<file path="src/hdl/xld_pkg.sv">
`timescale 1ns / 1ps

package xld_pkg;

  localparam int NUM_BYTES = 15;   // instruction window depth
  localparam int WIN_BYTES = 7;    // bytes the final decode looks at
  localparam int POS_W     = 4;
  localparam int END_W     = 5;
  localparam int IN_W      = 8 * NUM_BYTES;
  localparam int OUT_W     = 16;

  typedef logic [7:0] ibyte_t;

  localparam ibyte_t OP_VEX2      = 8'hC5;
  localparam ibyte_t OP_VEX3      = 8'hC4;
  localparam ibyte_t OP_EVEX      = 8'h62;
  localparam ibyte_t OP_ESC       = 8'h0F;
  localparam ibyte_t REX_LO       = 8'h40;
  localparam ibyte_t REX_HI       = 8'h4F;
  localparam ibyte_t OP_GRP1_I8   = 8'h80;
  localparam ibyte_t OP_GRP1_I32  = 8'h81;
  localparam ibyte_t OP_GRP1_SI8  = 8'h83;

  typedef enum logic {
    ST_IDLE,
    ST_SCAN
  } state_t;

  typedef struct packed {
    logic [3:0] len;
    logic       base_valid;
    logic [3:0] base_reg;
  } dec_t;

  function automatic logic is_vex_lead(input ibyte_t v);
    return v == OP_VEX2 || v == OP_VEX3 || v == OP_EVEX;
  endfunction

  function automatic logic is_legacy_prefix(input ibyte_t v);
    return v == 8'h66 || v == 8'h67 || v == 8'hF2 || v == 8'hF3 ||
           v == 8'h26 || v == 8'h2E || v == 8'h36 || v == 8'h3E ||
           v == 8'h64 || v == 8'h65;
  endfunction

  function automatic logic is_rex(input ibyte_t v);
    return v >= REX_LO && v <= REX_HI;
  endfunction

  function automatic logic has_one_byte_modrm(input ibyte_t op);
    return op <= 8'h03 ||
           (op >= 8'h08 && op <= 8'h0B) ||
           (op >= 8'h20 && op <= 8'h23) ||
           (op >= 8'h28 && op <= 8'h2B) ||
           (op >= 8'h30 && op <= 8'h33) ||
           (op >= 8'h38 && op <= 8'h3B) ||
           (op >= 8'h80 && op <= 8'h83) ||
           op == 8'h85 || op == 8'h87 || op == 8'h89 || op == 8'h8B ||
           op == 8'h8D || op == 8'hFF;
  endfunction

endpackage

</file>
<file path="src/hdl/xld_cell.sv">
`timescale 1ns / 1ps

module xld_cell (
  input  logic            clk,
  input  logic            load,
  input  logic            shift,
  input  xld_pkg::ibyte_t load_byte,
  input  xld_pkg::ibyte_t next_byte,
  output xld_pkg::ibyte_t q
);
  import xld_pkg::*;

  ibyte_t byte_r;
  ibyte_t byte_nxt;

  always_comb begin
    byte_nxt = byte_r;
    if (load) begin
      byte_nxt = load_byte;
    end else if (shift) begin
      byte_nxt = next_byte;
    end
  end

  always_ff @(posedge clk) begin
    byte_r <= byte_nxt;
  end

  assign q = byte_r;

endmodule

</file>
<file path="src/hdl/xld_decode.sv">
`timescale 1ns / 1ps

module xld_decode (
  input  xld_pkg::ibyte_t               win [xld_pkg::WIN_BYTES],
  input  logic [xld_pkg::POS_W-1:0]     pos,
  output xld_pkg::dec_t                 dec
);
  import xld_pkg::*;

  logic             vex;
  logic             rex;
  ibyte_t           op;
  logic             twob;
  logic             known;
  logic [2:0]       m;
  ibyte_t           modrm;
  ibyte_t           sib;
  logic [END_W-1:0] mpos;
  logic             pos_ok;
  logic [1:0]       md;
  logic [2:0]       rm;
  logic             has_sib;
  logic [2:0]       disp;
  logic [2:0]       imm;
  logic [END_W-1:0] end_pos;
  logic             hi;
  logic             bvalid;

  always_comb begin
    vex  = (pos == '0) && is_vex_lead(win[0]);
    rex  = !vex && is_rex(win[0]);
    op   = rex ? win[1] : win[0];
    twob = !vex && (op == OP_ESC);
    known = vex || twob || has_one_byte_modrm(op);

    // relative index of the ModR/M byte inside the window
    if (vex) begin
      unique case (win[0])
        OP_VEX2: m = 3'd3;
        OP_VEX3: m = 3'd4;
        default: m = 3'd5;
      endcase
    end else begin
      m = 3'd1 + {2'b00, rex} + {2'b00, twob};
    end

    unique case (m)
      3'd1:    begin modrm = win[1]; sib = win[2]; end
      3'd2:    begin modrm = win[2]; sib = win[3]; end
      3'd3:    begin modrm = win[3]; sib = win[4]; end
      3'd4:    begin modrm = win[4]; sib = win[5]; end
      3'd5:    begin modrm = win[5]; sib = win[6]; end
      default: begin modrm = win[1]; sib = win[2]; end
    endcase

    mpos   = {1'b0, pos} + {2'b00, m};
    pos_ok = mpos < END_W'(NUM_BYTES);
    md     = modrm[7:6];
    rm     = modrm[2:0];

    has_sib = (rm == 3'd4) && (md != 2'd3);
    if ((md == 2'd0 && rm == 3'd5) || md == 2'd2) begin
      disp = 3'd4;
    end else if (md == 2'd1) begin
      disp = 3'd1;
    end else begin
      disp = 3'd0;
    end

    imm = 3'd0;
    if (!vex && !twob) begin
      if (op == OP_GRP1_I8 || op == OP_GRP1_SI8) begin
        imm = 3'd1;
      end else if (op == OP_GRP1_I32) begin
        imm = 3'd4;
      end
    end

    end_pos = mpos + END_W'(1) + {{(END_W-1){1'b0}}, has_sib}
            + {2'b00, disp} + {2'b00, imm};

    if (known && pos_ok && end_pos <= END_W'(NUM_BYTES)) begin
      dec.len = end_pos[3:0];
    end else begin
      dec.len = '0;
    end

    // B extension: inverted in VEX3/EVEX byte 1, absent in VEX2, REX.B otherwise
    if (vex) begin
      hi = (win[0] != OP_VEX2) && !win[1][5];
    end else begin
      hi = rex && win[0][0];
    end

    if (!pos_ok || md == 2'd3) begin
      bvalid = 1'b0;
    end else if (rm == 3'd4) begin
      bvalid = (mpos < END_W'(NUM_BYTES - 1)) && !(sib[2:0] == 3'd5 && md == 2'd0);
    end else begin
      bvalid = !(rm == 3'd5 && md == 2'd0);
    end

    dec.base_valid = bvalid;
    if (!bvalid) begin
      dec.base_reg = '0;
    end else if (rm == 3'd4) begin
      dec.base_reg = {hi, sib[2:0]};
    end else begin
      dec.base_reg = {hi, rm};
    end
  end

endmodule

</file>
<file path="src/hdl/x64_instruction_length_decoder.sv">
`timescale 1ns / 1ps

// Length and memory-base decoder for one x64 instruction held in a 15-byte
// window. The bytes sit in a row of byte cells; each cycle the row shifts
// one place toward the head while the head byte is a legacy prefix, then a
// single pass over the head of the row decodes REX/VEX/EVEX, opcode,
// ModR/M, SIB, displacement and immediate. The result is registered when the
// walk over the N leading legacy prefixes (0..15) ends and the output register
// is free, and the input reopens as it is registered, so a new item is taken only
// after the last one is done and the prefix walk through the cell row sets the rate.
// Length 0 flags an unknown opcode or an instruction that runs past byte 14.
// The result sits in an output register, so the next item is taken while it
// waits.
module x64_instruction_length_decoder (
  input  logic                       clk,
  input  logic                       rst_n,
  input  logic                       in_tvalid,
  output logic                       in_tready,
  input  logic [xld_pkg::IN_W-1:0]   in_tdata,   // bytes_low[63:0], bytes_high[119:64]
  output logic                       out_tvalid,
  input  logic                       out_tready,
  output logic [xld_pkg::OUT_W-1:0]  out_tdata   // insn_length[3:0], base_valid[4],
                                                 // base_reg[8:5], is_vex[9], zero[15:10]
);
  import xld_pkg::*;

  state_t           state_r, state_nxt;
  logic [POS_W-1:0] pos_r, pos_nxt;
  logic             is_vex_r, is_vex_nxt;
  logic             out_valid_r, out_valid_nxt;
  logic [OUT_W-1:0] out_data_r, out_data_nxt;

  ibyte_t byte_q [NUM_BYTES];
  ibyte_t win    [WIN_BYTES];
  ibyte_t head;
  logic   load;
  logic   step;
  logic   finish;
  logic   out_free;
  dec_t   dec;

  genvar gi;
  generate
    for (gi = 0; gi < NUM_BYTES; gi++) begin : g_cell
      ibyte_t nb;
      if (gi == NUM_BYTES - 1) begin : g_tail
        assign nb = '0;
      end else begin : g_mid
        assign nb = byte_q[gi+1];
      end
      xld_cell u_cell (
        .clk       (clk),
        .load      (load),
        .shift     (step),
        .load_byte (in_tdata[8*gi +: 8]),
        .next_byte (nb),
        .q         (byte_q[gi])
      );
    end
    for (gi = 0; gi < WIN_BYTES; gi++) begin : g_win
      assign win[gi] = byte_q[gi];
    end
  endgenerate

  assign head = byte_q[0];

  xld_decode u_decode (
    .win (win),
    .pos (pos_r),
    .dec (dec)
  );

  always_ff @(posedge clk) begin
    if (!rst_n) begin
      state_r     <= ST_IDLE;
      pos_r       <= '0;
      is_vex_r    <= 1'b0;
      out_valid_r <= 1'b0;
    end else begin
      state_r     <= state_nxt;
      pos_r       <= pos_nxt;
      is_vex_r    <= is_vex_nxt;
      out_valid_r <= out_valid_nxt;
    end
  end

  always_ff @(posedge clk) begin
    out_data_r <= out_data_nxt;
  end

  always_comb begin
    state_nxt     = state_r;
    pos_nxt       = pos_r;
    is_vex_nxt    = is_vex_r;
    out_valid_nxt = out_valid_r;
    out_data_nxt  = out_data_r;

    out_free  = !out_valid_r || out_tready;
    in_tready = (state_r == ST_IDLE);
    load      = in_tvalid && in_tready;

    // prefix walk: a VEX/EVEX lead at byte 0 is never treated as a prefix
    step   = (state_r == ST_SCAN)
           && !((pos_r == '0) && is_vex_lead(head))
           && (pos_r != POS_W'(NUM_BYTES))
           && is_legacy_prefix(head);
    finish = (state_r == ST_SCAN) && !step;

    if (out_tready) begin
      out_valid_nxt = 1'b0;
    end

    unique case (state_r)
      ST_IDLE: begin
        if (load) begin
          state_nxt  = ST_SCAN;
          pos_nxt    = '0;
          is_vex_nxt = is_vex_lead(in_tdata[7:0]);
        end
      end
      ST_SCAN: begin
        if (step) begin
          pos_nxt = pos_r + POS_W'(1);
        end else if (finish && out_free) begin
          state_nxt     = ST_IDLE;
          out_valid_nxt = 1'b1;
          out_data_nxt  = {6'b0, is_vex_r, dec.base_reg, dec.base_valid, dec.len};
        end
      end
      default: begin
        state_nxt = ST_IDLE;
      end
    endcase
  end

  assign out_tvalid = out_valid_r;
  assign out_tdata  = out_data_r;

`ifndef SYNTHESIS
  a_vex_no_walk: assert property (@(posedge clk) disable iff (!rst_n)
    (state_r == ST_SCAN && pos_r != '0) |-> !is_vex_r)
    else $error("prefix walk advanced on a VEX/EVEX transaction");

  a_load_starts_scan: assert property (@(posedge clk) disable iff (!rst_n)
    (in_tvalid && in_tready) |=> (state_r == ST_SCAN && pos_r == '0))
    else $error("accepted transaction did not start a scan at byte 0");

  a_no_base_zero: assert property (@(posedge clk) disable iff (!rst_n)
    (out_tvalid && !out_tdata[4]) |-> (out_tdata[8:5] == 4'd0))
    else $error("base_reg nonzero without base_valid");

  a_vex_min_len: assert property (@(posedge clk) disable iff (!rst_n)
    (out_tvalid && out_tdata[9] && out_tdata[3:0] != 4'd0) |-> (out_tdata[3:0] >= 4'd4))
    else $error("VEX/EVEX length shorter than its fixed bytes");
`endif

endmodule

</file>
<file path="config.mk">
export PLATFORM = sky130hd
export DESIGN_NAME = x64_instruction_length_decoder
export DESIGN_NICKNAME = d
export VERILOG_FILES = /design/src/hdl/xld_pkg.sv /design/src/hdl/xld_cell.sv /design/src/hdl/xld_decode.sv /design/src/hdl/x64_instruction_length_decoder.sv
export SDC_FILE = /design/constraint.sdc
export NUM_CORES = 1
export LEC_CHECK = 0
export BUFFER_PORTS_ARGS = -buffer_cell sky130_fd_sc_hd__buf_2
export CAP_MARGIN = 10
export CELL_PAD_IN_SITES_DETAIL_PLACEMENT = 1
export CELL_PAD_IN_SITES_GLOBAL_PLACEMENT = 1
export CORE_MARGIN = 2
export CORE_UTILIZATION = 30
export CTS_CLUSTER_SIZE = 8
export DETAILED_ROUTE_END_ITERATION = 12
export PLACE_DENSITY = 0.73
export SETUP_SLACK_MARGIN = 0.05
export SYNTH_ARGS = -nofsm -noshare
export SYNTH_HDL_FRONTEND = slang
export SYNTH_SLANG_ARGS = --single-unit
</file>
<file path="constraint.sdc">
create_clock -name clk -period 5.22 [get_ports clk]
set_input_delay 0.261 -clock clk [delete_from_list [all_inputs] [get_ports clk]]
set_output_delay 0.261 -clock clk [all_outputs]
set_load 0.03 [all_outputs]
</file>
==> results.sh, run 1 <==
export IMPL_skew_ns=0.0115
export IMPL_min_from="in_tdata[45]"
export IMPL_die_y_um=158
export IMPL_area_growth_pct=26.4
export IMPL_wire_per_inst_um=16.0
export IMPL_hold_depth=3
export IMPL_p_leak_nw=3.93
export IMPL_status="finished clean"
export IMPL_synth_compound_area_share_pct=8.04
export IMPL_fp_dieArea_um2=25000
export IMPL_criticalPathCategory="reg2reg"
export IMPL_fin_crit_sh_pct=93.3
export IMPL_synth_cells=754
export IMPL_avgViaCountPerCell=4.76
export IMPL_synth_top_area_share_pct=54.7
export IMPL_dr_pass1_iters=4
export IMPL_gr_usage_all_layers_pct=16.4
export IMPL_ir_drop_mv=0.157
export IMPL_drive_gt1_share_pct=25.3
export IMPL_io_buffers=135
export IMPL_grt_pass1_wl_um=31600
export IMPL_slowest_delay_ns=0.43
export IMPL_hpwlAfterDp_um=14200
export IMPL_clockBufferDepth=2
export IMPL_dp_cells=1203
export IMPL_rsz0062_at_grt="no"
export IMPL_setup_viol=0
export IMPL_core_area_um2=23400
export IMPL_cts_tree="built"
export IMPL_synthTopCellsByArea="edfxtp_1 55%, nand2_1 19%, dfxtp_1 2.0%"
export IMPL_wl_um=19800
export IMPL_slowest_stage="edfxtp_1"
export IMPL_multi_input_area_um2=2990
export IMPL_reg2regPathDepth=23
export IMPL_slew_headroom_pct=34.8
export IMPL_synth_top_family_by_area="simple AND/OR/NAND/NOR gates"
export IMPL_htree_levels=4
export IMPL_die_x_um=158
export IMPL_synthSimpleGateAreaFrac_pct=27.7
export IMPL_synth_xor_area_share_pct=0.860
export IMPL_worst_path_buf_inv=3
export IMPL_overflow=0
export IMPL_clock_sinks=137
export IMPL_cp_max_fo=7
export IMPL_startpoint_type="flip-flop"
export IMPL_whs_ns=0.0923
export IMPL_rr_endpoint="out_tdata[2]"
export IMPL_place_ws_ns=-0.000560
export IMPL_path_clk_slew_ns=0.07
export IMPL_required_ns=5.37
export IMPL_io_pins=142
export IMPL_first_global_vias=6157
export IMPL_yosysSeqAreaShare_pct=56.7
export IMPL_yosysMostFrequentCell="nand2_1"
export IMPL_fin_nets=1043
export IMPL_gp_congestion=0.886
export IMPL_maxCapViolations=0
export IMPL_rows=56
export IMPL_synth_area_per_cell_um2=9.46
export IMPL_cts_inserted_buffers=17
export IMPL_seq_area_um2=4040
export IMPL_startpoint="g_cell[0].u_cell.q[7]"
export IMPL_antenna_left=0
export IMPL_endpoint_kind="flip-flop"
export IMPL_total_power_mw=3.03
export IMPL_cts_hold_buf=0
export IMPL_critPathArrivalTime_ns=5.02
export IMPL_muxShareOfSynthArea_pct=0.421
export IMPL_tightest_slew_ns=0.977
export IMPL_clk_latency_ns=0.43
export IMPL_fillers=2801
export IMPL_power_density_nw_per_um2=337
export IMPL_synth_common_cells="360 x nand2_1, 130 x edfxtp_1, 28 x clkbuf_1, 25 x nor2_1, 18 x inv_1"
export IMPL_path_cells="nor4b_4 > buf_6 > and3_1 > a31oi_2 > nor2_1 > nand2_1 > or3_4 > ha_4 > inv_1 > a311o_4 > buf_4 > a21oi_4 > a221o_1 > a21boi_2 > o21ai_2 > nand2_1 > ha_1 > fa_2 > fa_2 > nor2_2 > a21oi_2 > o311ai_2 > nor2_1"
export IMPL_worstReg2RegStart="g_cell[0].u_cell.q[7]"
export IMPL_synth_ff_type="edfxtp_1"
export IMPL_grt_max_degree=98
export IMPL_hold_path_class="in2reg"
export IMPL_final_util_pct=38.5
export IMPL_hold_path_endpoint="g_cell[5].u_cell.q[5]"
export IMPL_async_flop_share_pct=0
export IMPL_crit_family="simple AND/OR/NAND/NOR gates"
export IMPL_fin_crit_ns=4.87
export IMPL_fmax_ghz=0.205
export IMPL_detail_route_iter0_violations=314
export IMPL_hold_viol=0
export IMPL_num_vias=5904
export IMPL_synth_top_area_cell="edfxtp_1"
export IMPL_initial_utilization_pct=30.5
export IMPL_synth_cell_type_count=67
export IMPL_ys_warn_count=0
export IMPL_ys_ff_latch=137
export IMPL_syn_area_um2=7130
export IMPL_finalNonFillerCells=1240
export IMPL_cts_root_buf="clkbuf_16"
export IMPL_r2r_setup_slack_ns=0.35
export IMPL_slew_violations=0
export IMPL_drc=0
export IMPL_synth_edff_count=130
export IMPL_fin_ws_ns=0.352
export IMPL_synthAdderAreaFrac_pct=2.88
export IMPL_grt_antenna_before_repair=7
[routing by layer]
layer  GRT usage [%]  up-vias  share of wire [%]
met2            29.0      139                 50
met3            5.69       25                7.4
met4            5.28        6                1.6
li1                -     2855                  -
met5               0        -               0.20
met1            18.5     2879                 41
[worst register-to-register path: stages, from the launching register on]
cell and delay (ns):
edfxtp_1 0.43, nor4b_4 0.33, buf_6 0.16, and3_1 0.18, a31oi_2 0.05, nor2_1 0.14, nand2_1 0.09, or3_4 0.35
ha_4 0.18, inv_1 0.09, a311o_4 0.22, buf_4 0.14, a21oi_4 0.04, a221o_1 0.36, a21boi_2 0.17, o21ai_2 0.13
nand2_1 0.07, ha_1 0.30, fa_2 0.37, fa_2 0.38, nor2_2 0.11, a21oi_2 0.07, o311ai_2 0.12, nor2_1 0.10
[registers in the layout (all words and copies together) (netlist names)]
register / flops
g_cell.u_cell.q: 120
state_r: 1
out_tdata: 10
pos_r: 4
is_vex_r: 1
out_tvalid: 1
[layout by cell type, fill, tap and decap left out, types with 4 or more instances in the layout]
master | synthesis | final
a211oi_1 | 7 | 7
a21o_1 | 4 | 4
a21oi_1 | 14 | 13
and2_1 | 12 | 12
and3_1 | 8 | 8
buf_2 | 2 | 135
buf_4 | 6 | 26
clkbuf_16 | 0 | 17
conb_1 | 1 | 6
dfxtp_1 | 7 | 7
diode_2 | 0 | 4
edfxtp_1 | 130 | 130
ha_1 | 10 | 9
inv_1 | 18 | 18
inv_6 | 0 | 5
inv_8 | 0 | 4
nand2_1 | 360 | 357
nand2b_1 | 6 | 6
nand3_1 | 7 | 7
nand4_1 | 4 | 4
nor2_1 | 25 | 23
nor3_1 | 5 | 5
nor3b_1 | 4 | 4
o21ai_0 | 15 | 13
xnor2_1 | 6 | 6
[area by class of cell]
type                    instances  share of cell area, %
repair buffers                164                   10.2
inverters                      20                  0.833
well taps                     319                   4.43
clock buffers                  17                   4.72
diodes                          4                  0.111
multi-input cells             565                   33.1
clock inverters                14                   1.68
flip-flops and latches        137                   44.9
[power by group]
group,internal [mW],switching (mW)
clock network,0.674,0.528
registers,1.34,0.0519
logic,0.168,0.272
total,2.18,0.852
[kinds of logic after synthesis]
family	count (synthesis)
AND/OR/NAND/NOR	456
buffers and inverters	57
other	1
multiplexers	3
adder cells (fa/ha/maj)	14
AO/OA/AOI/OAI	79
flip-flops	137
XOR/XNOR	7
[metrics by stage]
step	cell area [um^2]	TNS [ns]
after floorplan	7160	0
after global placement	8320	0
after detailed placement	8320	-0.000560
after CTS	8900	0
after global routing	9000	0
final	9010	0
[worst max path at each step]
stage	end	slack (ns)	cells past startpoint
after floorplan	out_tdata[2]	0.08	21
after global placement	out_tdata[2]	0.18	24
after detailed placement	out_tdata[3]	-0.0006	24
after CTS	out_tdata[3]	0.09	24
after global routing	out_tdata[1]	0.04	25
final	out_tdata[2]	0.35	23
[repair_timing]
item | in CTS | in global routing
buffers inserted | 0 | 2
pin swaps | 0 | 9
endpoints found under the setup margin | 4 | 4
resized for setup | 4 | 22
Note: power is estimated with default switching activity, not from simulation.
==> run 2: changes to the inputs <==
--- a/config.mk
+++ b/config.mk
@@ -7,13 +7,11 @@
 export LEC_CHECK = 0
 export BUFFER_PORTS_ARGS = -buffer_cell sky130_fd_sc_hd__buf_2
 export CAP_MARGIN = 10
-export CELL_PAD_IN_SITES_DETAIL_PLACEMENT = 1
-export CELL_PAD_IN_SITES_GLOBAL_PLACEMENT = 1
 export CORE_MARGIN = 2
 export CORE_UTILIZATION = 30
 export CTS_CLUSTER_SIZE = 8
 export DETAILED_ROUTE_END_ITERATION = 12
-export PLACE_DENSITY = 0.73
+export PLACE_DENSITY = 0.6
 export SETUP_SLACK_MARGIN = 0.05
 export SYNTH_ARGS = -nofsm -noshare
 export SYNTH_HDL_FRONTEND = slang
==> results.sh, run 2 (same netlist as run 1, synthesis figures left out) <==
export IMPL_status="finished clean"
export IMPL_first_global_vias=5528
export IMPL_avgViaCountPerCell=4.65
export IMPL_rows=56
export IMPL_initial_utilization_pct=30.5
export IMPL_io_buffers=135
export IMPL_gp_congestion=0.915
export IMPL_rsz0062_at_grt="no"
export IMPL_fin_crit_ns=4.93
export IMPL_clockBufferDepth=2
export IMPL_fin_nets=1049
export IMPL_final_common_cell="nand2_1"
export IMPL_io_pins=142
export IMPL_drc=0
export IMPL_cts_tree="built"
export IMPL_cts_inserted_buffers=17
export IMPL_area_growth_pct=25.8
export IMPL_fillers=2422
export IMPL_detail_route_iter0_violations=358
export IMPL_use_met2_pct=24.8
export IMPL_hold_viol=0
export IMPL_whs_ns=0.0969
export IMPL_overflow=0
export IMPL_wire_per_inst_um=14.9
export IMPL_finalNonFillerCells=1248
export IMPL_ir_drop_mv=0.190
export IMPL_clock_sinks=137
export IMPL_htree_levels=4
export IMPL_grt_antenna_before_repair=9
export IMPL_fin_ws_ns=0.292
export IMPL_drive_gt1_share_pct=24.9
export IMPL_slew_headroom_pct=29.8
export IMPL_gr_usage_all_layers_pct=15.1
export IMPL_place_ws_ns=-0.113
export IMPL_critPathArrivalTime_ns=5.09
export IMPL_grt_pass1_wl_um=29000
export IMPL_tightest_slew_ns=1.05
export IMPL_p_leak_nw=3.93
export IMPL_core_area_um2=23400
export IMPL_clk_latency_ns=0.42
export IMPL_endpoint_kind="flip-flop"
export IMPL_cts_hold_buf=0
export IMPL_slew_violations=0
export IMPL_total_power_mw=2.92
export IMPL_hold_path_class="in2reg"
export IMPL_wl_um=18600
export IMPL_path_clk_slew_ns=0.07
export IMPL_grt_busiest_layer="met2"
export IMPL_mostFrequentLayoutCells="357 x nand2_1, 136 x buf_2, 130 x edfxtp_1"
export IMPL_required_ns=5.38
export IMPL_antenna_left=0
export IMPL_fmax_ghz=0.203
export IMPL_dp_cells=1204
export IMPL_cp_max_fo=6
export IMPL_largest_reg_flops=120
export IMPL_num_vias=5797
export IMPL_startpoint_type="flip-flop"
export IMPL_met1_usage_pct=18.3
export IMPL_dr_pass1_iters=5
export IMPL_die_x_um=158
export IMPL_placed_area_um2=8310
export IMPL_setup_viol=0
export IMPL_hpwlAfterDp_um=13000
export IMPL_final_area_um2=8970
export IMPL_met3_usage_pct=5.12
export IMPL_die_y_um=158
export IMPL_cts_root_buf="clkbuf_16"
export IMPL_power_density_nw_per_um2=326
export IMPL_skew_ns=0.0104
export IMPL_fp_dieArea_um2=25000
export IMPL_fin_crit_sh_pct=94.4
export IMPL_maxCapViolations=0
export IMPL_grt_max_degree=95
export IMPL_criticalPathCategory="reg2reg"
==> run 2: final cells by class <==
cell class / count / area [um^2] / share of cell area (%)
diodes: 5 / 12.5 / 0.139
inverters: 20 / 75.1 / 0.837
clock inverters: 15 / 101 / 1.13
multi-input cells: 565 / 2960 / 33.0
clock buffers: 17 / 425 / 4.74
well taps: 319 / 399 / 4.45
flip-flops and latches: 137 / 4040 / 45.1
repair buffers: 170 / 952 / 10.6
==> run 2: final timing paths <==
path	startpoint	to	slack (ns)	depth (start not counted)
worst max-delay path	g_cell[0].u_cell.q[5]	out_tdata[3]	0.29	23
worst min-delay path	in_tdata[104]	g_cell[13].u_cell.q[0]	0.1	3
worst max register to register	g_cell[0].u_cell.q[5]	out_tdata[3]	0.29	23
worst min register to register	is_vex_r	out_tdata[9]	0.43	0
==> run 2: critical path, stage by stage, from the launching register on <==
cell      delay, ns
edfxtp_1       0.43
nor4b_4        0.42
buf_6          0.18
and3_1         0.17
a31oi_2        0.05
nor2_1         0.13
nand2_1        0.07
or3_1          0.34
ha_2           0.21
buf_4          0.14
and3_1         0.17
a22o_4         0.25
a22o_1         0.23
o22ai_1        0.09
o21ai_1        0.11
nor3_2         0.21
nand2_1        0.08
ha_1           0.29
fa_2           0.37
fa_2           0.37
nor2_2         0.11
a21oi_2        0.08
o311ai_4       0.08
nor2_1         0.08
==> run 2: repair_timing <==
action                                  in CTS  in global routing
pin swaps                                    1                  4
endpoints found under the setup margin       4                  4
cloned                                       0                  1
gates resized for setup                      6                 13
buffers inserted                             0                  6
==> run 2: per-layer routing <==
layer  up-vias  part of all wire [%]
li1       2876                     -
met1      2712                    43
met2       162                    48
met3        41                   6.8
met4         6                   2.5
met5         -                  0.18
==> run 2: stage by stage <==
step                      util, %  setup TNS (ns)
after floorplan                 -               0
after global placement       35.5               0
after detailed placement     35.5          -0.376
after CTS                    37.8               0
after global routing         38.3               0
final                        38.3               0
==> run 2: power by group <==
group / internal [mW] / leakage (nW) / switching (mW)
clock network: 0.605 / 0.251 / 0.492
registers: 1.34 / 1.32 / 0.0511
logic: 0.166 / 2.36 / 0.265
==> run 3: changes to the inputs <==
--- a/config.mk
+++ b/config.mk
@@ -9,10 +9,12 @@
 export CAP_MARGIN = 10
 export CORE_MARGIN = 2
 export CORE_UTILIZATION = 30
+export CTS_BUF_LIST = sky130_fd_sc_hd__clkbuf_8
 export CTS_CLUSTER_SIZE = 8
 export DETAILED_ROUTE_END_ITERATION = 12
 export PLACE_DENSITY = 0.6
 export SETUP_SLACK_MARGIN = 0.05
+export SKIP_LAST_GASP = 1
 export SYNTH_ARGS = -nofsm -noshare
 export SYNTH_HDL_FRONTEND = slang
 export SYNTH_SLANG_ARGS = --single-unit
==> results.sh, run 3 (same netlist as run 1, synthesis figures left out) <==
export IMPL_status="finished clean"
export IMPL_hold_viol=0
export IMPL_critPathArrivalTime_ns=5.12
export IMPL_largest_reg_flops=120
export IMPL_core_area_um2=23400
export IMPL_met1_usage_pct=18.3
export IMPL_die_x_um=158
export IMPL_fmax_ghz=0.203
export IMPL_hold_path_class="in2reg"
export IMPL_gp_congestion=0.915
export IMPL_rows=56
export IMPL_maxCapViolations=0
export IMPL_cts_root_buf="clkbuf_8"
export IMPL_cts_tree="built"
export IMPL_hpwlAfterDp_um=13000
export IMPL_mostFrequentLayoutCells="357 x nand2_1, 136 x buf_2, 130 x edfxtp_1"
export IMPL_power_density_nw_per_um2=296
export IMPL_dp_cells=1204
export IMPL_startpoint_type="flip-flop"
export IMPL_first_global_vias=5491
export IMPL_r2r_setup_slack_ns=0.30
export IMPL_pwr_share_seq_pct=53.5
export IMPL_p_sw_uw=766
export IMPL_clk_latency_ns=0.45
export IMPL_area_growth_pct=23.0
export IMPL_clock_sinks=137
export IMPL_grt_pass1_wl_um=28700
export IMPL_path_clk_slew_ns=0.09
export IMPL_skew_ns=0.0151
export IMPL_reg2regPathDepth=23
export IMPL_fin_nets=1049
export IMPL_switching_share_pct=29.5
export IMPL_clockPowerShare_pct=29.9
export IMPL_grt_busiest_layer="met2"
export IMPL_multi_input_area_um2=2950
export IMPL_setup_viol=0
export IMPL_met3_usage_pct=5.31
export IMPL_cts_inserted_buffers=17
export IMPL_wl_um=18400
export IMPL_ir_drop_mv=0.134
export IMPL_criticalPathCategory="reg2reg"
export IMPL_wire_per_inst_um=14.8
export IMPL_startpoint="g_cell[0].u_cell.q[5]"
export IMPL_initial_utilization_pct=30.5
export IMPL_p_leak_nw=3.84
export IMPL_num_vias=5739
export IMPL_use_met2_pct=24.6
export IMPL_worstReg2RegStart="g_cell[0].u_cell.q[5]"
export IMPL_overflow=0
export IMPL_tightest_slew_ns=1.05
export IMPL_die_y_um=158
export IMPL_final_area_um2=8770
export IMPL_endpoint_kind="flip-flop"
export IMPL_placed_area_um2=8310
export IMPL_rsz0062_at_grt="no"
export IMPL_gr_usage_all_layers_pct=15.0
export IMPL_fin_crit_sh_pct=94.3
export IMPL_crit_end="out_tdata[3]"
export IMPL_p_int_mw=1.83
export IMPL_fp_dieArea_um2=25000
export IMPL_io_pins=142
export IMPL_required_ns=5.42
export IMPL_fin_crit_ns=4.92
export IMPL_slew_violations=0
export IMPL_antenna_left=0
export IMPL_p_comb_share_pct=16.6
export IMPL_detail_route_iter0_violations=416
export IMPL_drc=0
export IMPL_clockBufferDepth=2
export IMPL_fillers=2452
export IMPL_final_common_cell="nand2_1"
export IMPL_rr_endpoint="out_tdata[3]"
export IMPL_slew_headroom_pct=29.9
export IMPL_drive_gt1_share_pct=24.8
export IMPL_seq_area_um2=4040
export IMPL_htree_levels=4
export IMPL_finalNonFillerCells=1248
export IMPL_grt_antenna_before_repair=9
export IMPL_grt_max_degree=95
export IMPL_io_buffers=135
export IMPL_dr_pass1_iters=5
export IMPL_cp_max_fo=6
export IMPL_avgViaCountPerCell=4.60
## run 3: cell counts in the layout (fill, tap and decap cells not counted)
No cell type changed its count.
## run 3: routing by layer
layer | vias up | wire (um)
met5 | - | 37
met2 | 152 | 8800
met1 | 2673 | 8030
li1 | 2875 | -
met3 | 33 | 1160
met4 | 6 | 405
## run 3: how the worst min path moves through the flow
stage / start / endpoint / slack, ns / depth (start not counted)
after detailed placement: is_vex_r / out_tdata[9] / 0.42 / 0
final: in_tdata[62] / g_cell[7].u_cell.q[6] / 0.06 / 3
after global placement: is_vex_r / out_tdata[9] / 0.42 / 0
after floorplan: rst_n / pos_r[0] / 0.38 / 1
after CTS: in_tdata[64] / g_cell[8].u_cell.q[0] / 0.04 / 3
after global routing: in_tdata[104] / g_cell[13].u_cell.q[0] / 0.04 / 3
## run 3: area by class of cell
class / instances / share of cell area, %
Tap cell: 319 / 4.55
Multi-Input combinational cell: 565 / 33.7
Clock buffer: 17 / 2.67
Sequential cell: 137 / 46.1
Clock inverter: 15 / 1.16
Timing Repair Buffer: 170 / 10.9
Antenna cell: 5 / 0.143
Inverter: 20 / 0.856
## run 3: power by group through the flow
stage                     clock network, mW  logic, mW  registers, mW
after floorplan                           0      0.261           1.42
after global placement                    0      0.419           1.41
after detailed placement                  0      0.423           1.41
after CTS                             0.796      0.426           1.39
after global routing                  0.842      0.486           1.40
final                                 0.776      0.430           1.39
## run 3: metrics by stage
step,TNS (ns),setup WS [ns],util [%],hold WS [ns],power (mW)
after floorplan,0,0.0764,-,0.379,1.68
after global placement,0,0.0622,35.5,0.424,1.83
after detailed placement,-0.376,-0.113,35.5,0.421,1.84
after CTS,0,0.0685,37.0,0.0373,2.61
after global routing,0,0.0223,37.5,0.0411,2.73
final,0,0.297,37.5,0.0631,2.60
## run 3: worst max-delay path, cell delays in order, from the launching register on
cell,delay (ns)
edfxtp_1,0.44
nor4b_4,0.42
buf_6,0.18
and3_1,0.15
a31oi_1,0.05
nor2_1,0.13
nand2_1,0.07
or3_1,0.34
ha_2,0.21
buf_4,0.14
and3_1,0.17
a22o_4,0.25
a22o_1,0.23
o22ai_1,0.09
o21ai_1,0.12
nor3_2,0.21
nand2_1,0.08
ha_1,0.29
fa_2,0.37
fa_2,0.37
nor2_2,0.11
a21oi_2,0.08
o311ai_4,0.08
nor2_1,0.08
## run 3: repair_timing
item                                    4_1_cts  5_1_grt
pin swaps                                     1        4
resized for setup                             6       12
cloned                                        0        1
hold buffers                                  0        0
setup buffers                                 0        6
endpoints found under the setup margin        4        4
